==> src/prqs_pkg.sv <==
// Package for the priority ready-queue scheduler: sizes, operation and status
// codes, and the structure passed from the queue picker to the top level.
// No dependencies.
package prqs_pkg;

    localparam int THREAD_SLOTS    = 8;
    localparam int PRIORITY_LEVELS = 16;

    localparam int TID_W    = $clog2(THREAD_SLOTS);
    localparam int PRIO_W   = $clog2(PRIORITY_LEVELS);
    localparam int FUNC_W   = 2;
    localparam int NP_W     = 5;
    localparam int STATUS_W = 2;

    localparam int IN_FIELDS_W  = FUNC_W + TID_W + NP_W;
    localparam int IN_TDATA_W   = ((IN_FIELDS_W + 7) / 8) * 8;
    localparam int OUT_FIELDS_W = STATUS_W + TID_W + PRIO_W;
    localparam int OUT_TDATA_W  = ((OUT_FIELDS_W + 7) / 8) * 8;
    localparam int OUT_PAD_W    = OUT_TDATA_W - OUT_FIELDS_W;

    typedef logic [TID_W-1:0]  tid_t;
    typedef logic [PRIO_W-1:0] prio_t;

    typedef enum logic [FUNC_W-1:0] {
        FUNC_REMOVE   = 2'd0,
        FUNC_INSERT   = 2'd1,
        FUNC_SET_PRIO = 2'd2,
        FUNC_SELECT   = 2'd3
    } func_t;

    typedef enum logic [STATUS_W-1:0] {
        ST_DONE       = 2'd0,
        ST_ALREADY    = 2'd1,
        ST_NOT_HEAD   = 2'd2,
        ST_NONE_READY = 2'd3
    } status_t;

    typedef struct packed {
        logic  found;
        prio_t level;
    } pick_t;

endpackage

==> src/prqs_pick.sv <==
// Queue picker: finds the lowest-numbered non-empty ready queue.
// Depends on prqs_pkg.
module prqs_pick
    import prqs_pkg::*;
(
    input  logic [PRIORITY_LEVELS-1:0] nonempty,
    output pick_t                      pick
);

    always_comb
    begin
        pick.found = |nonempty;
        pick.level = '0;
        for (int i = PRIORITY_LEVELS - 1; i >= 0; i--)
        begin
            if (nonempty[i])
            begin
                pick.level = PRIO_W'(i);
            end
        end
    end

endmodule

==> src/priority_ready_queue_scheduler.sv <==
// Top level of the priority ready-queue scheduler: input register, queue state,
// operation logic and result register. Depends on prqs_pkg and prqs_pick.
//
// Usage:
//   Slave stream s_axis carries one operation per item: remove a thread from
//   the head of its priority queue, insert a thread, set a priority and
//   insert, or select the head of the lowest-numbered non-empty queue.
//   Master stream m_axis returns exactly one result item per operation, in
//   order: status, selected thread and priority.
//   The accepting edge loads the input register; the first later edge at
//   which m_axis is not stalled updates the queue links and loads the result
//   register shown on m_axis. Throughput is one item per cycle while m_axis
//   does not stall; all queue state is small register arrays read and written
//   in the same cycle.
//   When m_axis stalls, the result register holds, the input register holds
//   the next item, and s_axis_tready drops once both are full.
//   Reset empties every queue, marks all threads not ready at priority zero
//   and discards any item in flight.
module priority_ready_queue_scheduler
    import prqs_pkg::*;
(
    input  logic                   clk,
    input  logic                   rst_n,
    input  logic                   s_axis_tvalid,
    output logic                   s_axis_tready,
    // [1:0] func, [4:2] thread_id, [9:5] new_priority, rest zero
    input  logic [IN_TDATA_W-1:0]  s_axis_tdata,
    output logic                   m_axis_tvalid,
    input  logic                   m_axis_tready,
    // [1:0] status, [4:2] selected_thread, [8:5] old_priority, rest zero
    output logic [OUT_TDATA_W-1:0] m_axis_tdata
);

    logic                   in_valid_reg;
    func_t                  in_func_reg;
    tid_t                   in_tid_reg;
    logic signed [NP_W-1:0] in_np_reg;

    logic    m_valid_reg;
    status_t out_status_reg;
    tid_t    out_sel_reg;
    prio_t   out_prio_reg;

    tid_t  link_next_reg [THREAD_SLOTS];
    tid_t  link_next_next [THREAD_SLOTS];
    logic  [THREAD_SLOTS-1:0] link_valid_reg, link_valid_next;
    prio_t slot_prio_reg [THREAD_SLOTS];
    prio_t slot_prio_next [THREAD_SLOTS];
    logic  [THREAD_SLOTS-1:0] slot_ready_reg, slot_ready_next;
    tid_t  head_reg [PRIORITY_LEVELS];
    tid_t  head_next [PRIORITY_LEVELS];
    tid_t  tail_reg [PRIORITY_LEVELS];
    tid_t  tail_next [PRIORITY_LEVELS];
    logic  [PRIORITY_LEVELS-1:0] nonempty_reg, nonempty_next;

    pick_t   pick;
    logic    advance;
    logic    fire;
    status_t status_c;
    tid_t    sel_c;
    prio_t   oldp_c;
    logic    ins_c;
    prio_t   ins_prio_c;
    prio_t   cur_prio;
    logic [NP_W-2:0] np_mag;

    prqs_pick u_pick (
        .nonempty (nonempty_reg),
        .pick     (pick)
    );

    assign advance       = !m_valid_reg || m_axis_tready;
    assign fire          = in_valid_reg && advance;
    assign s_axis_tready = !in_valid_reg || advance;
    assign m_axis_tvalid = m_valid_reg;
    assign m_axis_tdata  = {{OUT_PAD_W{1'b0}}, out_prio_reg, out_sel_reg, out_status_reg};

    assign cur_prio = slot_prio_reg[in_tid_reg];
    assign np_mag   = in_np_reg[NP_W-2:0];

    always_comb
    begin
        link_next_next  = link_next_reg;
        link_valid_next = link_valid_reg;
        slot_prio_next  = slot_prio_reg;
        slot_ready_next = slot_ready_reg;
        head_next       = head_reg;
        tail_next       = tail_reg;
        nonempty_next   = nonempty_reg;
        status_c        = ST_DONE;
        sel_c           = '0;
        oldp_c          = '0;
        ins_c           = 1'b0;
        ins_prio_c      = cur_prio;

        case (in_func_reg)
            FUNC_SELECT:
            begin
                if (pick.found)
                begin
                    sel_c  = head_reg[pick.level];
                    oldp_c = pick.level;
                end
                else
                begin
                    status_c = ST_NONE_READY;
                end
            end
            FUNC_REMOVE:
            begin
                oldp_c = cur_prio;
                if (!slot_ready_reg[in_tid_reg])
                begin
                    status_c = ST_ALREADY;
                end
                else if (!nonempty_reg[cur_prio] || head_reg[cur_prio] != in_tid_reg)
                begin
                    status_c = ST_NOT_HEAD;
                end
                else
                begin
                    if (link_valid_reg[in_tid_reg])
                    begin
                        head_next[cur_prio] = link_next_reg[in_tid_reg];
                    end
                    else
                    begin
                        nonempty_next[cur_prio] = 1'b0;
                        head_next[cur_prio]     = '0;
                        tail_next[cur_prio]     = '0;
                    end
                    slot_ready_next[in_tid_reg] = 1'b0;
                    link_valid_next[in_tid_reg] = 1'b0;
                    link_next_next[in_tid_reg]  = '0;
                end
            end
            FUNC_INSERT:
            begin
                oldp_c = cur_prio;
                ins_c  = 1'b1;
            end
            FUNC_SET_PRIO:
            begin
                oldp_c = cur_prio;
                if (slot_ready_reg[in_tid_reg])
                begin
                    status_c = ST_ALREADY;
                end
                else
                begin
                    if (!in_np_reg[NP_W-1])
                    begin
                        if (int'(np_mag) >= PRIORITY_LEVELS)
                        begin
                            ins_prio_c = PRIO_W'(PRIORITY_LEVELS - 1);
                        end
                        else
                        begin
                            ins_prio_c = PRIO_W'(np_mag);
                        end
                    end
                    slot_prio_next[in_tid_reg] = ins_prio_c;
                    ins_c = 1'b1;
                end
            end
            default:
            begin
                status_c = ST_DONE;
            end
        endcase

        if (ins_c)
        begin
            if (slot_ready_reg[in_tid_reg])
            begin
                status_c = ST_ALREADY;
            end
            else
            begin
                if (nonempty_reg[ins_prio_c])
                begin
                    link_next_next[tail_reg[ins_prio_c]]  = in_tid_reg;
                    link_valid_next[tail_reg[ins_prio_c]] = 1'b1;
                end
                else
                begin
                    head_next[ins_prio_c]     = in_tid_reg;
                    nonempty_next[ins_prio_c] = 1'b1;
                end
                tail_next[ins_prio_c]       = in_tid_reg;
                link_valid_next[in_tid_reg] = 1'b0;
                link_next_next[in_tid_reg]  = '0;
                slot_ready_next[in_tid_reg] = 1'b1;
            end
        end
    end

    always_ff @(posedge clk or negedge rst_n)
    begin
        if (!rst_n)
        begin
            in_valid_reg   <= 1'b0;
            m_valid_reg    <= 1'b0;
            link_valid_reg <= '0;
            slot_ready_reg <= '0;
            nonempty_reg   <= '0;
            for (int i = 0; i < THREAD_SLOTS; i++)
            begin
                link_next_reg[i] <= '0;
                slot_prio_reg[i] <= '0;
            end
            for (int i = 0; i < PRIORITY_LEVELS; i++)
            begin
                head_reg[i] <= '0;
                tail_reg[i] <= '0;
            end
        end
        else
        begin
            if (s_axis_tready)
            begin
                in_valid_reg <= s_axis_tvalid;
            end
            if (advance)
            begin
                m_valid_reg <= in_valid_reg;
            end
            if (fire)
            begin
                link_next_reg  <= link_next_next;
                link_valid_reg <= link_valid_next;
                slot_prio_reg  <= slot_prio_next;
                slot_ready_reg <= slot_ready_next;
                head_reg       <= head_next;
                tail_reg       <= tail_next;
                nonempty_reg   <= nonempty_next;
            end
        end
    end

    always_ff @(posedge clk)
    begin
        if (s_axis_tvalid && s_axis_tready)
        begin
            in_func_reg <= func_t'(s_axis_tdata[FUNC_W-1:0]);
            in_tid_reg  <= s_axis_tdata[FUNC_W +: TID_W];
            in_np_reg   <= s_axis_tdata[FUNC_W + TID_W +: NP_W];
        end
        if (fire)
        begin
            out_status_reg <= status_c;
            out_sel_reg    <= sel_c;
            out_prio_reg   <= oldp_c;
        end
    end

endmodule

==> config.mk <==
export PLATFORM = sky130hd
export DESIGN_NAME = priority_ready_queue_scheduler
export DESIGN_NICKNAME = d
export VERILOG_FILES = /design/src/prqs_pkg.sv /design/src/prqs_pick.sv /design/src/priority_ready_queue_scheduler.sv
export SDC_FILE = /design/constraint.sdc
export NUM_CORES = 1
export LEC_CHECK = 0
export BUFFER_PORTS_ARGS = -buffer_cell sky130_fd_sc_hd__clkbuf_2
export CAP_MARGIN = 15
export CORE_ASPECT_RATIO = 1.75
export CORE_UTILIZATION = 40
export CTS_CLUSTER_SIZE = 16
export DETAILED_ROUTE_END_ITERATION = 8
export SLEW_MARGIN = 25
export SYNTH_ARGS = -nofsm -noshare
export SYNTH_HDL_FRONTEND = slang
export SYNTH_SLANG_ARGS = --single-unit
==> constraint.sdc <==
create_clock -name clk -period 3.6 [get_ports clk]
set_input_delay 0 -clock clk [delete_from_list [all_inputs] [get_ports clk]]
set_output_delay 0 -clock clk [all_outputs]
set_load 0.02 [all_outputs]
==> results.md <==
- Area contributors post-synth: dfrtp_1 (39%), mux2i_1 (4.9%), edfxtp_1 (4.7%)
- Gr ovfl total: 0
- Fin worst setup slack: -0.2384 ns
- Clock sinks: 205
- I/O Buffers: 24
- Gate power share: 0.443
- CP required: 4.02 ns
- Count of cell types in the netlist: 89
- Sequential power share: 0.335
- Final antenna-violating net count: 0
- Switch Pwr: 3972 uW
- CTS Root Cell: clkbuf_16
- Failing checks: negative setup slack
- Crit path max-delay family: simple AND/OR/NAND/NOR gates
- First-pass iteration count of the detailed router: 6
- Vert. Die Dim: 231.5 um
- Slowest cell on the critical path: or4_4
- Run status: complete, but fails checks
- Top_reg_cell synth: dfrtp_1
- Mapped Area: 12040 um2
- WP data arrival: 4.26 ns
- Layout cells sized above 1: 0.3690
- Fillers: 2662
- Vias: 12250
- RSZ-0062 raised after global routing: true
- Layout area overhead: 38.05%
- Max incr delay on CP: 0.55 ns
- Sw frac: 0.3997
- Share of the synthesized area in the top cell type: 0.3867
- Max-cap violations: 0
- Reg clk slew, reported paths: 0.07 ns
- Synth top cells by count: dfrtp_1 (186), nor2_1 (125), nand2_1 (110), inv_1 (82)
- Drt drc: 0
- Placed cell area: 14210 um2
- VDD IR max: 0.0004267 V
- Final Cycle Share: 1.066
- Die footprint: 30820 um2
- Final slew viol count: 0
- Chip width: 133.1 um
- Total track usage: 0.3658
- Leak: 0.007168 uW
- Tot Pwr: 9939 uW
- Most common cell in the netlist: dfrtp_1
- Critical Path Most Common Cell: buf_6
- Initial core utilization: 0.4081
- Final net count: 1589
- # rows: 83
- DRT Wirelength: 56000 um
- H-tree levels: 1
- Worst-Skew Late Latency: 0.54 ns
- Crit. End Element: flip-flop
- Clock skew: 0.01985 ns
- Global-route wire length before repair: 81180 um
- DRT iter0 DRCs: 1218
- CTS tree: done
- Design area: 16620 um2
- TNS Setup: -17.51 ns
- Rel. slew slack: 0.2528
- Critical Path Stages: 16
- Pwr Density: 598.2 nW/um2
- Setup violations, final: 141
- Asr flop ratio synth: 0.9073
- I/O Pins: 38
- Total CTS buffers: 21
- Pre-CTS setup slack: -0.4949 ns
- Path depth of the worst reg2reg path: 16
- Vias per cell: 6.244
- Core footprint: 29490 um2
- Bufs on Longest Clock Path: 3
- Yosys Warn Count: 0
- Worst slew pin tran: 1.118 ns
- Seq/Total Area, Yosys: 0.4341
- CP max FO: 7
- HPWL Detailed: 41830 um
- CP startpoint kind: flip-flop
- Worst Path Buf+Inv: 5
- Tmin final: 3.838 ns
- WL per Instance: 28.54 um
- Number of synthesized flops with an enable pin: 19
- Largest area contributor in the netlist: dfrtp_1
- Max Clock Freq: 260.5 MHz
- RD Place Congestion: 1.005
- Pin count of the biggest net entering global routing: 99
- Worst hold path type: input pin to async pin
- Flops & latches, synth: 205
- Initial antenna violation count: 0
- CP Class: flip-flop to flip-flop
- Int Power: 5967 uW
- CP Cell Sequence: mux2_4 > mux4_2 > or2_4 > buf_6 > a31oi_4 > a211oi_2 > or4_4 > nand4_4 > a211oi_4 > buf_4 > buf_6 > buf_6 > buf_6 > a21oi_4 > nor2_2 > o221a_2
- Antenna fix cells: 0
- Synth Instances: 1296
- Vias in the first global route: 12600
- Clock Power Share: 0.222
- Hold Violations, Final: 0
- Syn_area_per_cell: 9.287 um2
## area by class of cell
type                    count  area, um2  share of cell area
flip-flops and latches    205       5225              0.3145
well taps                 382      478.0             0.02877
inverters                  83      311.5             0.01875
clock inverters            13      111.4            0.006702
clock buffers              25      550.5             0.03313
multi-input cells         940       7243              0.4359
repair buffers            314       2696              0.1623
## power groups by stage
stage | registers, uW | clock network, uW | logic [uW]
6_report | 3330 | 2210 | 4400
5_1_grt | 3370 | 2320 | 4620
4_1_cts | 3290 | 2240 | 4040
3_5_place_dp | 3330 | 0 | 3640
3_3_place_gp | 3320 | 0 | 3620
2_1_floorplan | 3150 | 0 | 1970
## per-stage QoR
stage | utilization | hold WS (ns) | instances
final | 0.5634 | 0.09951 | 1962
after global routing | 0.5634 | 0.1791 | 1962
after CTS | 0.5330 | 0.1481 | 1945
after detailed placement | 0.4820 | 0.1477 | 1875
after global placement | 0.4820 | 0.1469 | 1875
after floorplan | - | -0.2956 | 1302
## worst register-to-register path, stage by stage (launching register included)
cell,delay [ns]
edfxtp_1,0.47
mux2_4,0.33
mux4_2,0.49
or2_4,0.34
buf_6,0.16
a31oi_4,0.13
a211oi_2,0.07
or4_4,0.55
nand4_4,0.14
a211oi_4,0.07
buf_4,0.16
buf_6,0.13
buf_6,0.12
buf_6,0.11
a21oi_4,0.11
nor2_2,0.05
o221a_2,0.29
## final timing paths
kind / startpoint / endpoint / slack (ns)
min in group clk: s_axis_tdata[4] / in_tid_reg[2] / 0.18
hold / removal: rst_n / link_next_reg[5] / 0.1
max in group asynchronous: rst_n / head_reg[36] / 2.55
setup reg to reg: in_tid_reg[0] / head_reg[14] / -0.24
setup / recovery: in_tid_reg[0] / head_reg[14] / -0.24
hold reg to reg: slot_ready_reg[6] / slot_ready_reg[6] / 0.50
## logic make-up after synthesis
| family | share of synthesized area |
|---|---|
| simple gates | 0.1605 |
| compound gates | 0.2464 |
| xor+xnor | 0.0007278 |
| fa+ha+maj | 0.004158 |
| mux | 0.09491 |
| flops | 0.4341 |
| buf+inv | 0.05894 |
| other cells | 0.0003116 |
## layout by cell type, fill, tap and decap left out, drive strengths merged, types with 16 or more instances in the layout
| cell type | instances |
|---|---|
| dfrtp | 186 |
| mux2i | 59 |
| nand2 | 111 |
| o21ai | 86 |
| nor3 | 19 |
| mux2 | 32 |
| buf | 275 |
| a31oi | 18 |
| nor2 | 128 |
| nand4 | 18 |
| o2bb2ai | 20 |
| a21oi | 80 |
| a22oi | 16 |
| edfxtp | 19 |
| clkbuf | 50 |
| nand3 | 55 |
| o211ai | 21 |
| a221oi | 18 |
| inv | 85 |
| o22ai | 49 |
## layer usage
layer  part of all wire  vias to the layer above  wire [um]  global-route usage
li1                   -                     5356          -                   -
met1               0.33                     6004      18620              0.3733
met2               0.51                      631      28820              0.6569
met3              0.057                      259       3164             0.05052
met4              0.096                        0       5395              0.3061
met5                  0                        -          0                   0
## what timing repair did
item	CTS	global route
gates cloned	1	1
hold buffers	14	0
setup buffers	17	16
pin swaps	37	92
endpoints found under the hold margin	108	0
endpoints found under the setup margin	153	153
resized for setup	142	167
Note: power is estimated with default switching activity, not from simulation.
